[config.mk]
export PLATFORM = sky130hd
export DESIGN_NAME = lpnm_fifo
export DESIGN_NICKNAME = d
export VERILOG_FILES = /design/src/rtl/core/lpnm_fifo.sv
export SDC_FILE = /design/constraint.sdc
export NUM_CORES = 1
export LEC_CHECK = 0
export BUFFER_PORTS_ARGS = -buffer_cell sky130_fd_sc_hd__buf_4
export CORE_UTILIZATION = 29
export DETAILED_ROUTE_END_ITERATION = 6
export GPL_ROUTABILITY_DRIVEN = 0
export GPL_TIMING_DRIVEN = 0
export SETUP_SLACK_MARGIN = 0.02
export SKIP_CTS_REPAIR_TIMING = 1
export SYNTH_ARGS = -nofsm -noshare
export SYNTH_HDL_FRONTEND = slang
export SYNTH_SLANG_ARGS = --single-unit
export TNS_END_PERCENT = 10
[constraint.sdc]
create_clock -name clk -period 2.22 [get_ports clk]
set_input_delay 0.666 -clock clk [delete_from_list [all_inputs] [get_ports clk]]
set_output_delay 0.666 -clock clk [all_outputs]
set_load 0.01 [all_outputs]
[src/rtl/core/lpnm_fifo.sv]
// lpnm_fifo: small register queue with occupancy count
// depends on nothing; DEPTH must be a power of two of at least 2
module lpnm_fifo #(
  parameter int WIDTH = 8,
  parameter int DEPTH = 4
) (
  input  logic                       clk,
  input  logic                       rst_n,
  input  logic                       wr_en,
  input  logic [WIDTH-1:0]           wr_data,
  input  logic                       rd_en,
  output logic [WIDTH-1:0]           rd_data,
  output logic                       empty,
  output logic [$clog2(DEPTH+1)-1:0] count
);

  localparam int AW = $clog2(DEPTH);
  localparam int CW = $clog2(DEPTH + 1);

  logic [WIDTH-1:0] mem_r [DEPTH];
  logic [AW-1:0]    wr_ptr_r, wr_ptr_nxt;
  logic [AW-1:0]    rd_ptr_r, rd_ptr_nxt;
  logic [CW-1:0]    cnt_r, cnt_nxt;
  logic             full;
  logic             wr_ok, rd_ok;

  assign full    = (cnt_r == CW'(DEPTH));
  assign empty   = (cnt_r == '0);
  assign count   = cnt_r;
  assign rd_data = mem_r[rd_ptr_r];
  assign wr_ok   = wr_en && !full;
  assign rd_ok   = rd_en && !empty;

  always_comb begin
    wr_ptr_nxt = wr_ptr_r + AW'(wr_ok);
    rd_ptr_nxt = rd_ptr_r + AW'(rd_ok);
    cnt_nxt    = cnt_r + CW'(wr_ok) - CW'(rd_ok);
  end

  always_ff @(posedge clk) begin
    if (!rst_n) begin
      wr_ptr_r <= '0;
      rd_ptr_r <= '0;
      cnt_r    <= '0;
    end else begin
      wr_ptr_r <= wr_ptr_nxt;
      rd_ptr_r <= rd_ptr_nxt;
      cnt_r    <= cnt_nxt;
    end
  end

  always_ff @(posedge clk) begin
    if (wr_ok) begin
      mem_r[wr_ptr_r] <= wr_data;
    end
  end

endmodule

==> results.md, run 1 <==
* Critical Path Start Type: flop
* DIE HEIGHT at between 70 and 80 um
* Hold Path Class: in2reg
* Worst Setup End Kind: output pin
* Drt pass-1 iters at 4
* H-Tree Depth at 2
* Flop-to-flop setup slack at 0.10 ns
* Top-count cell post-synth: edfxtp_1
* Worst EP arrival at roughly 1.5 ns
* Worst setup path class: reg2out
* Initial Utilization at 0.3001
* Commonest cells post-synth: edfxtp_1 (32), mux4_2 (8), and2_1 (7), dfxtp_1 (7), xnor2_1 (5)
* Vias in the first global route at 790
* Synth Register Bits at 39
* Final net count at between 100 and 150
* Max_slew headroom at 0.1862
* Post-Route WL at around 2700 um
* Via Count at slightly below 800
* DP HPWL at 1759 um
* CTS Buffer Depth at 2
* RSZ-0062 raised after global routing: true
* Sequential share of the synthesized area at 0.7184
* Async SR Flop Fraction at 0
* Share of cells above drive strength 1 at 0.4685
* Req. time, crit path at 1.55 ns
* Leakage at 0.7003 nW
* Top post-synthesis cells by area: edfxtp_1 (63%), mux4_2 (12%), dfxtp_1 (9.1%)
* Fmax at roughly 470 MHz
* Worst-Skew Late Latency at 0.29 ns
* Antenna-violating nets left at 0
* Die span in x at 74.70 um
* Setup violators final at 0
* DP Area at 1793 sq um
* Clk_skew at 0.004919 ns
* Top Ports at 24
* Placeable Area at 5107 sq um
* Critical path peak fanout at 10
* Net Count, Synth at 92
* Instance count of the mapped netlist at between 70 and 80
* Drt wl/cell at 14.81 um
* Power Density at about 1200 nW/um^2
* Top-area cell type share of the netlist area at 0.6269
* Full die area at 5580 sq um
* Delay-heaviest family, CP: multiplexers
* Clk sink count at 39
* Warnings from Yosys at 0
* Vias/cell at 4.348
* Worst path cell trace: buf_6 -> mux4_2 -> buf_4
* Buffers on Ports at 23
* Mapped Area at between 1500 and 2000 sq um
* Initial antenna violation count at 0
* Residual DRC at 0
* Post-synth EDFFs at 32
* Final hold violations at 0
* Util after Layout at 0.3873
* Total power at 2.405 mW
* Peak supply drop at 0.0005315 V
* Cell area after layout at between 1500 and 2000 sq um
* MaxCap Viol Count at 0
* Top_reg_cell synth: edfxtp_1
* FP Rows at 26
* Clk slew on worst S/H paths at ~0.080 ns
* Fin crit share at 0.9633
* Ant. Diodes at 0
* Fin. max-slew vios at 0
* Worst-margin pin slew at approximately 1.2 ns
* CP peak stage delay at 0.52 ns
* Clock Root Buffer: clkbuf_8
* Fin crit period at 2.138 ns
* Cts bufs inserted at 5
* Largest net degree at the start of global routing at 13
* Area Growth Syn to Fin at 29.06%
* GR Overflow Total at 0
* Mapped Avg Cell Area at 19.91 sq um
* Total track usage at 0.1069
* First-pass GRT wire length at just over 4000 um
* Slowest cell on the critical path: mux4_2
* Buf/Inv on CP at 2
* Post-synth cell types at 18
* Yosys top cell by area: edfxtp_1
* Setup TNS at 0 ns
* DRT iter0 DRCs at 25
* Status: finished clean
* CTS tree: done
## layout make-up
| cell class | count | area, sq um |
|---|---|---|
| fill | 491 | 3129 |
| sequential | 39 | 1105 |
| multi-input combinational | 33 | 430.4 |
| timing repair buffer | 26 | 195.2 |
| tap | 70 | 87.58 |
| clock buffer | 6 | 72.57 |
| clock inverter | 2 | 60.06 |
| buffer | 2 | 16.27 |
| inverter | 3 | 11.26 |
## worst register-to-register path: cells and delay by family, from the launching register on
kind | cells | cell delay (ns)
simple gates | 1 | 0.16
xor+xnor | 3 | 0.42
flops | 1 | 0.38
buf+inv | 2 | 0.15
compound gates | 1 | 0.33
fa+ha+maj | 2 | 0.58
## cell usage in the layout, fill, tap and decap left out, drive strengths merged
cell type / netlist / routed
nor3: 2 / 2
fa: 1 / 1
mux4: 8 / 8
clkbuf: 1 / 7
nand2b: 1 / 1
nor3b: 2 / 2
and2: 7 / 7
edfxtp: 32 / 32
dfxtp: 7 / 7
xor2: 1 / 1
ha: 2 / 2
o311ai: 1 / 1
buf: 1 / 27
and3: 1 / 1
o31ai: 2 / 2
bufinv: 0 / 2
inv: 3 / 3
xnor2: 5 / 5
## final timing paths
kind | startpoint | end | cells past startpoint
min reg2reg | wr_ptr_r[1] | wr_ptr_r[1] | 2
max reg2reg | count[2] | count[2] | 9
max | rd_ptr_r[0] | rd_data[0] | 3
min | wr_data[4] | mem_r[3][4] | 1
## per-stage QoR
stage / std cells / hold slack (ns) / setup slack (ns)
after CTS: 178 / 0.5682 / -0.1183
after detailed placement: 170 / 0.6107 / -0.2676
after global placement: 170 / 0.5895 / -0.1960
after floorplan: 77 / 0.5727 / 0.1366
after global routing: 181 / 0.5641 / 0.003350
final: 181 / 0.5768 / 0.08151
## layer usage
metal,up-vias,global-route usage,part of all wire
met1,389,0.1253,0.43
met2,24,0.1752,0.50
met5,-,0,0
li1,369,-,-
met3,5,0.04284,0.057
met4,0,0.04403,0.012
## kinds of logic (layout without fill, tap and decap cells)
family | after synthesis | after routing | share of synthesized area
flip-flops | 39 | 39 | 0.7184
AND/OR/NAND/NOR | 13 | 13 | 0.05306
multiplexers | 8 | 8 | 0.1175
XOR/XNOR | 6 | 6 | 0.03429
buffers and inverters | 5 | 39 | 0.01387
adder cells (fa/ha/maj) | 3 | 3 | 0.02939
AO/OA/AOI/OAI | 3 | 3 | 0.03347
## registers in the layout (all words and copies together) (netlist names)
signal	flops
mem_r	32
wr_ptr_r	2
count	3
rd_ptr_r	2
## power breakdown
group	total (mW)	switching, mW	internal, mW
Clock	0.685	0.236	0.449
Sequential	0.989	0.0819	0.907
Combinational	0.730	0.321	0.409
Total	2.41	0.639	1.77
(Power assumes the default switching activity.)
==> inputs of run 2 (changes only) <==
--- a/config.mk
+++ b/config.mk
@@ -6,10 +6,11 @@
 export NUM_CORES = 1
 export LEC_CHECK = 0
 export BUFFER_PORTS_ARGS = -buffer_cell sky130_fd_sc_hd__buf_4
-export CORE_UTILIZATION = 29
+export CORE_UTILIZATION = 54
 export DETAILED_ROUTE_END_ITERATION = 6
 export GPL_ROUTABILITY_DRIVEN = 0
 export GPL_TIMING_DRIVEN = 0
+export PLACE_DENSITY = 0.77
 export SETUP_SLACK_MARGIN = 0.02
 export SKIP_CTS_REPAIR_TIMING = 1
 export SYNTH_ARGS = -nofsm -noshare
==> run 2 against run 1 <==
Effect of this change: via count is 1.5% higher; global-route usage grew 7.5 points; wire length fell by 8.4%; combinational power increased by 4.7%; critical endpoint is now rd_data[2]; register-to-register slack worse by 0.05 ns; utilization is 34 points higher; final area decreased by 5.1%; critical path depth stayed put; cell count decreased by 23%; clock-buffer cell count is 1 higher; largest power group unchanged; clock skew is 0.0086 ns higher.
==> results.md, run 2 (synthesis gave the netlist of run 1 again) <==
* Status: finished clean
* CP peak stage delay at 0.52 ns (about the same)
* RSZ-0062 raised after global routing: true
* Setup violators final at 0 (unchanged)
* Util after Layout at 0.7315 (+0.3442)
* CTS Buffer Depth at 2 (unchanged)
* Int Pwr at 1.486 mW (-16%)
* Via Count at 799 (+1.5%)
* H-Tree Depth at 2 (unchanged)
* DIE HEIGHT at 55.28 um (-26%)
* Hold Slack at 0.5183 ns (-0.05843 ns)
* Most flop-heavy register: mem_r
* Drt pass-1 iters at 4 (unchanged)
* Layout Cells excl Fill at 140 (-23%)
* Clk_skew at 0.01356 ns (+0.008636 ns)
* Critical Path Start Type: flop
* Sw Share at 0.2929 (+0.02718)
* Req. time, crit path at 1.55 ns (about the same)
* Vias/cell at 5.707 (+31%)
* Post-Route WL at 2454 um (-8.4%)
* Initial antenna violation count at 0 (unchanged)
* Largest net degree at the start of global routing at 12 (-1)
* Clock Root Buffer: clkbuf_4
* DRT iter0 DRCs at 16 (-36%)
* Vias in the first global route at 831 (+5.2%)
* Fillers at 161 (-67%)
* Placeable Area at 2567 sq um (-50%)
* WHS Endpoint: mem_r[0][4]
* Placed Cells incl. Taps at 130 (-24%)
* Cts bufs inserted at 5 (unchanged)
* Die span in x at 55.28 um (-26%)
* Full die area at 3055 sq um (-45%)
* Worst Setup End Kind: output pin
* R2r startpoint: count[1]
* Flop-to-flop setup slack at 0.05 ns (-0.05 ns)
* Length in cells of the worst reg-to-reg path at 8 (-1)
* Critical path peak fanout at 5 (-5)
* Place WS at -0.1479 ns (+0.1197 ns)
* MaxCap Viol Count at 0 (unchanged)
* Ant. Diodes at 0 (unchanged)
* FP Rows at 18 (-31%)
* Clk slew on worst S/H paths at 0.11 ns (+0.03 ns)
* Worst-margin pin slew at 1.241 ns (+0.02941 ns)
* Fin. max-slew vios at 0 (unchanged)
* Fmax at 457.6 MHz (-2.2%)
* FF+latch area at 1104 sq um (-0.11%)
* Total track usage at 0.1817 (+0.07479)
* Most frequent cells in the layout: edfxtp_1 (32), buf_4 (16), mux4_2 (8), buf_6 (8), and2_1 (7)
* Antenna-violating nets left at 0 (unchanged)
* Final net count at 124 (-0.80%)
* Worst-Skew Late Latency at 0.34 ns (+0.05 ns)
* Worst path cell trace: buf_8 -> mux4_2 -> buf_6
* Cell area after layout at 1878 sq um (-5.1%)
* Drt wl/cell at 17.53 um (+18%)
* Residual DRC at 0 (unchanged)
* Hold Path Class: in2reg
* Switch Pwr at 0.6156 mW (-3.7%)
* Reg-to-Reg End: count[2]
* Fin crit share at 0.9845 (+0.02120)
* Worst EP arrival at 1.52 ns (+0.05 ns)
* Clk sink count at 39 (unchanged)
* Total power at 2.102 mW (-13%)
* Leakage at 0.6715 nW (-4.1%)
* Multi-input gate area at 420.4 sq um (-2.3%)
* Combinational fraction of design power at 0.364 (+0.060)
* Top Ports at 24 (unchanged)
* Setup TNS at 0 ns (unchanged)
* Share of cells above drive strength 1 at 0.4455 (-0.02301)
* Power Density at 1119 nW/um^2 (-7.9%)
* Hold_sp: wr_data[4]
* Commonest non-fill, non-tap cell in the layout: edfxtp_1
* GR Overflow Total at 0 (unchanged)
* Initial Utilization at 0.5970 (+0.2969)
* Clock power share at 0.159 (-0.126)
* Final worst slack at 0.03445 ns (-0.04706 ns)
* Hold path depth at 1 (unchanged)
* DP HPWL at 1604 um (-8.8%)
* Fin crit period at 2.186 ns (+0.04706 ns)
* CTS tree: done
* Slowest cell on the critical path: mux4_2
* Sequential Power Share at 0.477 (+0.066)
* Max FFs per register at 32 (unchanged)
* Buffers on Ports at 23 (unchanged)
* DP Area at 1743 sq um (-2.8%)
* Worst setup path class: reg2out
* Max_slew headroom at 0.1664 (-0.01976)
* Final hold violations at 0 (unchanged)
* First-pass GRT wire length at 3926 um (-4.0%)
* Peak supply drop at 0.0009512 V (+79%)
* Area Growth Syn to Fin at 22.53%
## run 2: cell types whose count changed in the layout (fill, tap and decap cells not counted), sizes merged
cell | before | now
clkbuf | 7 | 9
buf | 27 | 25
clkinv | 0 | 1
bufinv | 2 | 0
## run 2: cell type report
class                      count  area share
sequential                    39      0.5876
multi-input combinational     33      0.2239
timing repair buffer          25      0.1253
clock buffer                   7     0.02398
tap                           30     0.01999
buffer                         2     0.01066
inverter                       3    0.005996
clock inverter                 1    0.002665
## run 2: worst max-delay path by stage
stage,from,endpoint,slack (ns),cells past startpoint
finish,rd_ptr_r[0],rd_data[2],0.03,3
detailed placement,wr_en,mem_r[1][1],-0.15,3
CTS,rd_ptr_r[0],rd_data[2],-0.16,3
floorplan,count[2],count[2],0.14,9
global route,count[1],count[2],-0.06,8
global placement,wr_en,mem_r[1][6],-0.16,3
## run 2: per-layer routing
layer	routed length (um)	up-vias	track usage
met1	968	409	0.2053
met3	109	5	0.08431
met2	1322	21	0.2857
met5	0	-	0
li1	-	364	-
met4	53	0	0.1000
## run 2: power groups by stage
| stage | combinational, mW | clock, mW | sequential [mW] |
|---|---|---|---|
| floorplan | 0.417 | 0 | 0.997 |
| global placement | 0.645 | 0 | 0.995 |
| detailed placement | 0.659 | 0 | 1.01 |
| CTS | 0.662 | 0.342 | 0.989 |
| global route | 0.827 | 0.377 | 1.02 |
| finish | 0.764 | 0.334 | 1.00 |
## run 2: critical path, delay by kind of cell, from the launching register on
| kind | cells | cell delay, ns |
|---|---|---|
| flip-flops | 1 | 0.39 |
| buffers and inverters | 2 | 0.28 |
| multiplexers | 1 | 0.52 |
