==> config.mk <==
export PLATFORM = sky130hd
export DESIGN_NAME = lpnm_back
export DESIGN_NICKNAME = d
export VERILOG_FILES = /design/src/rtl/core/lpnm_pkg.sv /design/src/rtl/core/lpnm_fifo.sv /design/src/rtl/core/lpnm_back.sv
export SDC_FILE = /design/constraint.sdc
export NUM_CORES = 2
export LEC_CHECK = 0
export ABC_AREA = 0
export BUFFER_PORTS_ARGS = -buffer_cell sky130_fd_sc_hd__clkbuf_2
export CORE_ASPECT_RATIO = 1.75
export CORE_MARGIN = 2
export CORE_UTILIZATION = 50
export DETAILED_ROUTE_END_ITERATION = 8
export PLACE_DENSITY = 0.73
export SLEW_MARGIN = 20
export SYNTH_ARGS = -nofsm -noshare
export SYNTH_HDL_FRONTEND = slang
export SYNTH_SLANG_ARGS = --single-unit
==> constraint.sdc <==
create_clock -name clk -period 22.5 [get_ports clk]
set_clock_uncertainty 0.1 [all_clocks]
set_input_delay 4.5 -clock clk [delete_from_list [all_inputs] [get_ports clk]]
set_output_delay 4.5 -clock clk [all_outputs]
set_load 0.1 [all_outputs]
==> src/rtl/core/lpnm_pkg.sv <==
// lpnm_pkg: shared types and constants of the local peak detector
// used by the front, back and top level modules; no dependencies
package lpnm_pkg;

  localparam int PIX_W      = 32;  // width of the pixel port
  localparam int IDX_W      = 10;  // width of the row and column result fields
  localparam int CFG_W      = 11;  // width of a configuration register
  localparam int CFG_IDX_W  = 8;   // width of the configuration index
  localparam int CNT_MAX_W  = 13;  // holds a count up to the largest matrix size
  localparam int CNT_RESET  = 10;  // row and column count after reset
  localparam int MID_DEPTH  = 4;   // queue between front and back
  localparam int OUT_DEPTH  = 8;   // result queue

  // configuration register indexes
  localparam logic [CFG_IDX_W-1:0] REG_ROW_COUNT = CFG_IDX_W'(0);
  localparam logic [CFG_IDX_W-1:0] REG_COL_COUNT = CFG_IDX_W'(1);

  // decision bits, in emission order
  localparam int DEC_UPLEFT = 0;  // centre one row up, one column left
  localparam int DEC_UP     = 1;  // centre one row up, current column
  localparam int DEC_LEFT   = 2;  // centre on current row, one column left
  localparam int DEC_HERE   = 3;  // centre on the current position

  typedef struct packed {
    logic [3:0] dec;
    logic       r_ge1;
    logic       r_ge2;
    logic       c_ge1;
    logic       c_ge2;
  } dec_ctl_t;

  typedef struct packed {
    logic [IDX_W-1:0] row_index;
    logic [IDX_W-1:0] col_index;
    logic             is_peak;
    logic             last_of_matrix;
  } res_t;

  // zero counts as one, anything above the maximum saturates
  function automatic logic [CNT_MAX_W-1:0] clamp_count(
    input logic [CFG_W-1:0]     v,
    input logic [CNT_MAX_W-1:0] maxv
  );
    logic [CNT_MAX_W-1:0] ve;
    ve = CNT_MAX_W'(v);
    if (ve == '0) begin
      clamp_count = CNT_MAX_W'(1);
    end else if (ve > maxv) begin
      clamp_count = maxv;
    end else begin
      clamp_count = ve;
    end
  endfunction

endpackage

==> src/rtl/core/lpnm_fifo.sv <==
// lpnm_fifo: small register queue with occupancy count
// depends on nothing; DEPTH must be a power of two of at least 2
module lpnm_fifo #(
  parameter int WIDTH = 8,
  parameter int DEPTH = 4
) (
  input  logic                       clk,
  input  logic                       rst_n,
  input  logic                       wr_en,
  input  logic [WIDTH-1:0]           wr_data,
  input  logic                       rd_en,
  output logic [WIDTH-1:0]           rd_data,
  output logic                       empty,
  output logic [$clog2(DEPTH+1)-1:0] count
);

  localparam int AW = $clog2(DEPTH);
  localparam int CW = $clog2(DEPTH + 1);

  logic [WIDTH-1:0] mem_r [DEPTH];
  logic [AW-1:0]    wr_ptr_r, wr_ptr_nxt;
  logic [AW-1:0]    rd_ptr_r, rd_ptr_nxt;
  logic [CW-1:0]    cnt_r, cnt_nxt;
  logic             full;
  logic             wr_ok, rd_ok;

  assign full    = (cnt_r == CW'(DEPTH));
  assign empty   = (cnt_r == '0);
  assign count   = cnt_r;
  assign rd_data = mem_r[rd_ptr_r];
  assign wr_ok   = wr_en && !full;
  assign rd_ok   = rd_en && !empty;

  always_comb begin
    wr_ptr_nxt = wr_ptr_r + AW'(wr_ok);
    rd_ptr_nxt = rd_ptr_r + AW'(rd_ok);
    cnt_nxt    = cnt_r + CW'(wr_ok) - CW'(rd_ok);
  end

  always_ff @(posedge clk) begin
    if (!rst_n) begin
      wr_ptr_r <= '0;
      rd_ptr_r <= '0;
      cnt_r    <= '0;
    end else begin
      wr_ptr_r <= wr_ptr_nxt;
      rd_ptr_r <= rd_ptr_nxt;
      cnt_r    <= cnt_nxt;
    end
  end

  always_ff @(posedge clk) begin
    if (wr_ok) begin
      mem_r[wr_ptr_r] <= wr_data;
    end
  end

endmodule

==> src/rtl/core/lpnm_back.sv <==
// lpnm_back: works through the decisions of each window snapshot, one per cycle while the result
// queue has room; depends on lpnm_pkg and lpnm_fifo; sum and product stages feed the result queue
module lpnm_back import lpnm_pkg::*; #(
  parameter int MAX_COLS   = 1024,
  parameter int MAX_ROWS   = 1024,
  parameter int DATA_WIDTH = 32
) (
  input  logic                    clk,
  input  logic                    rst_n,
  input  logic                    mid_empty,
  output logic                    mid_pop,
  input  logic [9*DATA_WIDTH-1:0] mid_win,
  input  logic [((MAX_ROWS > 1) ? $clog2(MAX_ROWS) : 1)-1:0] mid_row,
  input  logic [((MAX_COLS > 1) ? $clog2(MAX_COLS) : 1)-1:0] mid_col,
  input  dec_ctl_t                mid_ctl,
  input  logic                    out_pop,
  output logic                    out_empty,
  output res_t                    out_res
);

  localparam int DW     = DATA_WIDTH;
  localparam int COL_AW = (MAX_COLS > 1) ? $clog2(MAX_COLS) : 1;
  localparam int ROW_AW = (MAX_ROWS > 1) ? $clog2(MAX_ROWS) : 1;
  localparam int OCW    = $clog2(OUT_DEPTH + 1);

  // snapshot being worked on
  logic                 cur_vld_r;
  logic [3:0]           cur_dec_r;
  logic signed [DW-1:0] cur_win_r [9];
  logic [ROW_AW-1:0]    cur_row_r;
  logic [COL_AW-1:0]    cur_col_r;
  dec_ctl_t             cur_ctl_r;

  logic [3:0]           sel_oh, dec_left;
  logic                 here_row, here_col;
  logic                 room, issue, load;
  logic [OCW-1:0]       out_cnt;

  logic                 row_ok [3];
  logic                 col_ok [3];
  logic signed [DW-1:0] cell_m [9];
  logic signed [DW-1:0] centre;
  logic [3:0]           cnt_nxt;

  // stage 1: pair sums
  logic                 p1_vld_r;
  logic signed [DW:0]   p1_sum_r [5];
  logic signed [DW:0]   p1_sum_nxt [5];
  logic [3:0]           p1_cnt_r;
  logic signed [DW-1:0] p1_ctr_r;
  logic [ROW_AW-1:0]    p1_row_r;
  logic [COL_AW-1:0]    p1_col_r;
  logic                 p1_last_r;

  // stage 2: neighbour sum and centre times count
  logic                 p2_vld_r;
  logic signed [DW+3:0] p2_sum_r;
  logic signed [DW+4:0] p2_prod_r;
  logic [ROW_AW-1:0]    p2_row_r;
  logic [COL_AW-1:0]    p2_col_r;
  logic                 p2_last_r;

  res_t                 res_in;

  assign sel_oh   = cur_dec_r & (~cur_dec_r + 4'd1);
  assign dec_left = cur_dec_r & ~sel_oh;
  assign here_col = sel_oh[DEC_UP] | sel_oh[DEC_HERE];
  assign here_row = sel_oh[DEC_LEFT] | sel_oh[DEC_HERE];

  // results in flight are counted against the free space of the result queue
  assign room  = ((OCW+1)'(out_cnt) + (OCW+1)'(p1_vld_r) + (OCW+1)'(p2_vld_r))
                 < (OCW+1)'(OUT_DEPTH);
  assign issue = cur_vld_r && room;
  assign load  = !mid_empty && (!cur_vld_r || (issue && (dec_left == '0)));
  assign mid_pop = load;

  always_ff @(posedge clk) begin
    if (!rst_n) begin
      cur_vld_r <= 1'b0;
    end else if (load) begin
      cur_vld_r <= 1'b1;
    end else if (issue && (dec_left == '0)) begin
      cur_vld_r <= 1'b0;
    end
  end

  always_ff @(posedge clk) begin
    if (load) begin
      for (int n = 0; n < 9; n++) begin
        cur_win_r[n] <= mid_win[n*DW +: DW];
      end
      cur_row_r <= mid_row;
      cur_col_r <= mid_col;
      cur_ctl_r <= mid_ctl;
      cur_dec_r <= mid_ctl.dec;
    end else if (issue) begin
      cur_dec_r <= dec_left;
    end
  end

  // pick the in-bounds neighbours of the selected centre
  always_comb begin
    row_ok[0] = cur_ctl_r.r_ge2;
    row_ok[1] = cur_ctl_r.r_ge1;
    row_ok[2] = 1'b1;
    col_ok[0] = cur_ctl_r.c_ge2;
    col_ok[1] = cur_ctl_r.c_ge1;
    col_ok[2] = 1'b1;
    cnt_nxt   = '0;
    centre    = cur_win_r[{1'b0, here_row} * 3 + 4 + {1'b0, here_col}];
    for (int i = 0; i < 3; i++) begin
      for (int j = 0; j < 3; j++) begin
        logic near_cell, is_ctr, take;
        near_cell = ((i != 0) || !here_row) && ((j != 0) || !here_col);
        is_ctr    = (i == 1 + int'(here_row)) && (j == 1 + int'(here_col));
        take      = near_cell && !is_ctr && row_ok[i] && col_ok[j];
        cell_m[i*3+j] = take ? cur_win_r[i*3+j] : '0;
        cnt_nxt = cnt_nxt + 4'(take);
      end
    end
    p1_sum_nxt[0] = (DW+1)'(cell_m[0]) + (DW+1)'(cell_m[1]);
    p1_sum_nxt[1] = (DW+1)'(cell_m[2]) + (DW+1)'(cell_m[3]);
    p1_sum_nxt[2] = (DW+1)'(cell_m[4]) + (DW+1)'(cell_m[5]);
    p1_sum_nxt[3] = (DW+1)'(cell_m[6]) + (DW+1)'(cell_m[7]);
    p1_sum_nxt[4] = (DW+1)'(cell_m[8]);
  end

  always_ff @(posedge clk) begin
    if (!rst_n) begin
      p1_vld_r <= 1'b0;
      p2_vld_r <= 1'b0;
    end else begin
      p1_vld_r <= issue;
      p2_vld_r <= p1_vld_r;
    end
  end

  always_ff @(posedge clk) begin
    if (issue) begin
      for (int n = 0; n < 5; n++) begin
        p1_sum_r[n] <= p1_sum_nxt[n];
      end
      p1_cnt_r  <= cnt_nxt;
      p1_ctr_r  <= centre;
      p1_row_r  <= here_row ? cur_row_r : cur_row_r - ROW_AW'(1);
      p1_col_r  <= here_col ? cur_col_r : cur_col_r - COL_AW'(1);
      p1_last_r <= sel_oh[DEC_HERE];
    end
    if (p1_vld_r) begin
      p2_sum_r  <= (DW+4)'(p1_sum_r[0]) + (DW+4)'(p1_sum_r[1]) + (DW+4)'(p1_sum_r[2])
                   + (DW+4)'(p1_sum_r[3]) + (DW+4)'(p1_sum_r[4]);
      p2_prod_r <= (DW+5)'(p1_ctr_r) * $signed({1'b0, p1_cnt_r});
      p2_row_r  <= p1_row_r;
      p2_col_r  <= p1_col_r;
      p2_last_r <= p1_last_r;
    end
  end

  // no neighbours gives 0 < 0, so a lone cell is never a peak
  always_comb begin
    res_in.row_index      = IDX_W'(p2_row_r);
    res_in.col_index      = IDX_W'(p2_col_r);
    res_in.is_peak        = (DW+5)'(p2_sum_r) < p2_prod_r;
    res_in.last_of_matrix = p2_last_r;
  end

  // room never lets the queue overflow
  lpnm_fifo #(
    .WIDTH ($bits(res_t)),
    .DEPTH (OUT_DEPTH)
  ) u_out_q (
    .clk     (clk),
    .rst_n   (rst_n),
    .wr_en   (p2_vld_r),
    .wr_data (res_in),
    .rd_en   (out_pop),
    .rd_data (out_res),
    .empty   (out_empty),
    .count   (out_cnt)
  );

endmodule

==> impl_metrics.csv <==
group,metric,value,unit
outcome,status,"finished, final reports clean",
grt,grt_overflow,0,
sta,finalSetupTns,0,ns
power_and_ir_drop,leakage,22.8,nW
drt,vias,29200,
grt,grt_pass1_vias,30900,
finish,finalNetCount,4897,
power_and_ir_drop,pwr-share-seq,31.1,%
synthesis,ys_ff_latch,820,
power_and_ir_drop,power.density,138,mW/mm²
sta,timing.fmax,92.3,MHz
clocking,path_clk_slew,0.06,ns
synthesis,syn_nets,4547,
synthesis,synthesis.instances,3757,
synthesis,yosysTopAreaCellShare,51.5,%
worst_setup_path,worstPathRequired,17.90,ns
synthesis,yosys.area_share.simple,10.3,%
worst_setup_path,cp_top_family,"buffers and inverters",
clocking,cts_hold_buf,0,
clocking,cts_resized,0,
clocking,numCtsBuffers,76,
worst_setup_path,setup.worst_path.start_class,"input port",
sta,period_share,48.1,%
sta,drv_slew,0,
synthesis,synth_xor_area_share,3.72,%
synthesis,synth.distinct_cells,75,
power_and_ir_drop,p_clk_share,18.1,%
synthesis,async_flop_share,0,%
drt,ant_nets,0,
drt,drtIter0Drc,1512,
synthesis,synth_area,0.0471,mm²
synthesis,synthAdderAreaFrac,15.3,%
die,die-area,0.0967,mm²
finish,fin_area,0.0528,mm²
die,die_width,236,µm
job,drv_cap,0,
die,pin_count,344,
worst_setup_path,worst-path-buf-inv,3,
synthesis,synthFlopType,"edfxtp_1",
finish,layout-drive-gt1-share,15.8,%
die,start_util,50.5,%
sta,timing.slew.headroom,20.6,%
worst_setup_path,endpoint_kind,"output pin",
power_and_ir_drop,internal_power,4.40,mW
worst_setup_path,cp_max_fo,33,
synthesis,synth_edf_count,807,
sta,tightest_slew,1.18,ns
power_and_ir_drop,power_frac_comb,50.8,%
place,port_buffers,343,
drt,wl_per_cell,19.4,µm
worst_hold_path,hold_class,"flop to flop",
grt,grt_pass1_wl,163000,µm
worst_setup_path,critPathMostFrequentCell,"clkbuf_2",
worst_setup_path,cp.arrival,6.23,ns
power_and_ir_drop,finalPower,7.30,mW
clocking,clockRootBuffer,"clkbuf_16",
synthesis,synth_top_family_by_area,"adder cells",
finish,final_cell_mix,"edfxtp_1 (807), inv_1 (519), clkbuf_2 (343)",
grt,grt.total_usage,21.8,%
clocking,htree_levels,3,
worst_setup_path,crit_type,"input port to output pin",
clocking,clkLatencyLatePin,0.67,ns
synthesis,yosysTopAreaCell,"edfxtp_1",
grt,grt_max_degree,147,
finish,area_growth,12.1,%
clocking,cts.sinks,820,
place,gp_congestion,0.934,
clocking,cts_tree,"built",
die,die_h,410,µm
worst_setup_path,path_cells,"clkbuf_2 > nor2b_4 > buf_4 > clkbuf_2",
synthesis,yosysSeqAreaShare,52.1,%
place,placed_cell_area,0.0502,mm²
place,dpl.hpwl,81000,µm
synthesis,ys_warn_count,0,
synthesis,synth_compound_area_share,8.67,%
finish,final_common_cell,"edfxtp_1",
clocking,clock_path_buffers,3,
drt,drc,0,
grt,antenna_found_initial,2,
sta,rsz0062_at_grt,"no",
drt,viasPerCell,5.44,
worst_setup_path,slowest_delay,0.56,ns
die,core_area,0.0931,mm²
clocking,post_cts_buffers,0,
sta,min_period,10.83,ns
synthesis,avgSynthCellArea,12.5,µm²
drt,wl,104000,µm
synthesis,synth.area.mux_share,4.95,%
die,rows,148,
worst_setup_path,crit_slowest_cell,"clkbuf_2",
drt,dr.pass1.iters,7,
power_and_ir_drop,switchingPower,2.90,mW
synthesis,synthTopCellsByArea,"edfxtp_1 (51%), ha_1 (7.8%), fa_1 (7.5%)",
sta,setup_viol,0,
power_and_ir_drop,ir_worst_vdd,0.0840,mV
power_and_ir_drop,swShare,39.7,%
sta,hold_viol_final,0,
-- sequential cells by signal (all words and copies together), names as in the netlist, 2 cells and up --
register	count
p2_col_r	10
u_out_q.mem_r	176
p1_sum_r	164
u_out_q.rd_ptr_r	3
p2_row_r	10
u_out_q.count	4
cur_win_r	288
p1_cnt_r	4
p1_ctr_r	32
col_ok	2
cur_ctl_r	2
cur_row_r	10
p1_col_r	10
cur_dec_r	4
u_out_q.wr_ptr_r	3
p1_row_r	10
cur_col_r	10
p2_prod_r	37
p2_sum_r	36
-- cell usage after synthesis (13+ instances only) --
cell type    n
a211oi_1    25
nand2b_1    33
xor2_1      63
inv_1      519
nand4_1     29
o21bai_1    28
a31oi_1     13
mux4_2      76
nand3_1     29
dfxtp_1     13
and2_1     309
nor2b_1     64
o21ai_0    118
nand2_1    141
ha_1       294
a21oi_1    193
edfxtp_1   807
nor2_1     119
clkbuf_1    99
nor3_1      34
a21o_1     127
o21a_1      29
and3_1      80
xnor2_1    137
mux2_2      54
fa_1       176
-- power groups by stage --
stage / Clock (mW) / Combinational, mW / Sequential (mW)
6_report: 1.32 / 3.71 / 2.27
5_1_grt: 1.41 / 4.17 / 2.29
4_1_cts: 1.35 / 3.72 / 2.27
3_5_place_dp: 0 / 3.70 / 2.30
3_3_place_gp: 0 / 3.61 / 2.30
2_1_floorplan: 0 / 2.86 / 2.29
-- per-stage QoR --
stage | hold slack [ns] | instances | setup WS [ns] | utilization, %
after global routing | 0.315 | 5368 | 11.57 | 56.6
after detailed placement | 0.305 | 5229 | 11.62 | 53.9
final | 0.310 | 5369 | 11.67 | 56.6
after floorplan | 0.300 | 3757 | 3.93 | -
after global placement | 0.301 | 5229 | 11.68 | 53.9
after CTS | 0.315 | 5368 | 11.63 | 56.6
-- kinds of logic after synthesis --
group           Yosys count
compound gates          628
xor+xnor                200
buf+inv                 625
mux                     131
flops                   820
fa+ha+maj               471
simple gates            882
-- layer usage --
| metal | GRT usage [%] | routed length (µm) | vias to the layer above |
|---|---|---|---|
| li1 | - | - | 13900 |
| met1 | 23.5 | 38500 | 14200 |
| met2 | 41.3 | 55700 | 835 |
| met3 | 2.82 | 4700 | 220 |
| met4 | 11.5 | 5290 | 4 |
| met5 | 0 | 23 | - |
-- final timing paths --
path / from / endpoint / slack, ns / cells past startpoint
hold reg to reg: p1_col_r[4] / p2_col_r[4] / 0.31 / 0
setup / recovery: mid_empty / mid_pop / 11.67 / 4
setup reg to reg: cur_dec_r[0] / p1_sum_r[0][28] / 16.37 / 19
hold / removal: p1_col_r[4] / p2_col_r[4] / 0.31 / 0
-- final cells by class --
| class | count | area (µm²) |
|---|---|---|
| Tap cell | 1200 | 1500 |
| Multi-Input combinational cell | 2312 | 20300 |
| Clock inverter | 52 | 592 |
| Clock buffer | 87 | 1970 |
| Sequential cell | 820 | 24500 |
| Fill cell | 7614 | 40400 |
| Inverter | 519 | 1950 |
| Antenna cell | 1 | 2.50 |
| Timing Repair Buffer | 378 | 1990 |
No activity file was read; power rests on OpenSTA's default activity.
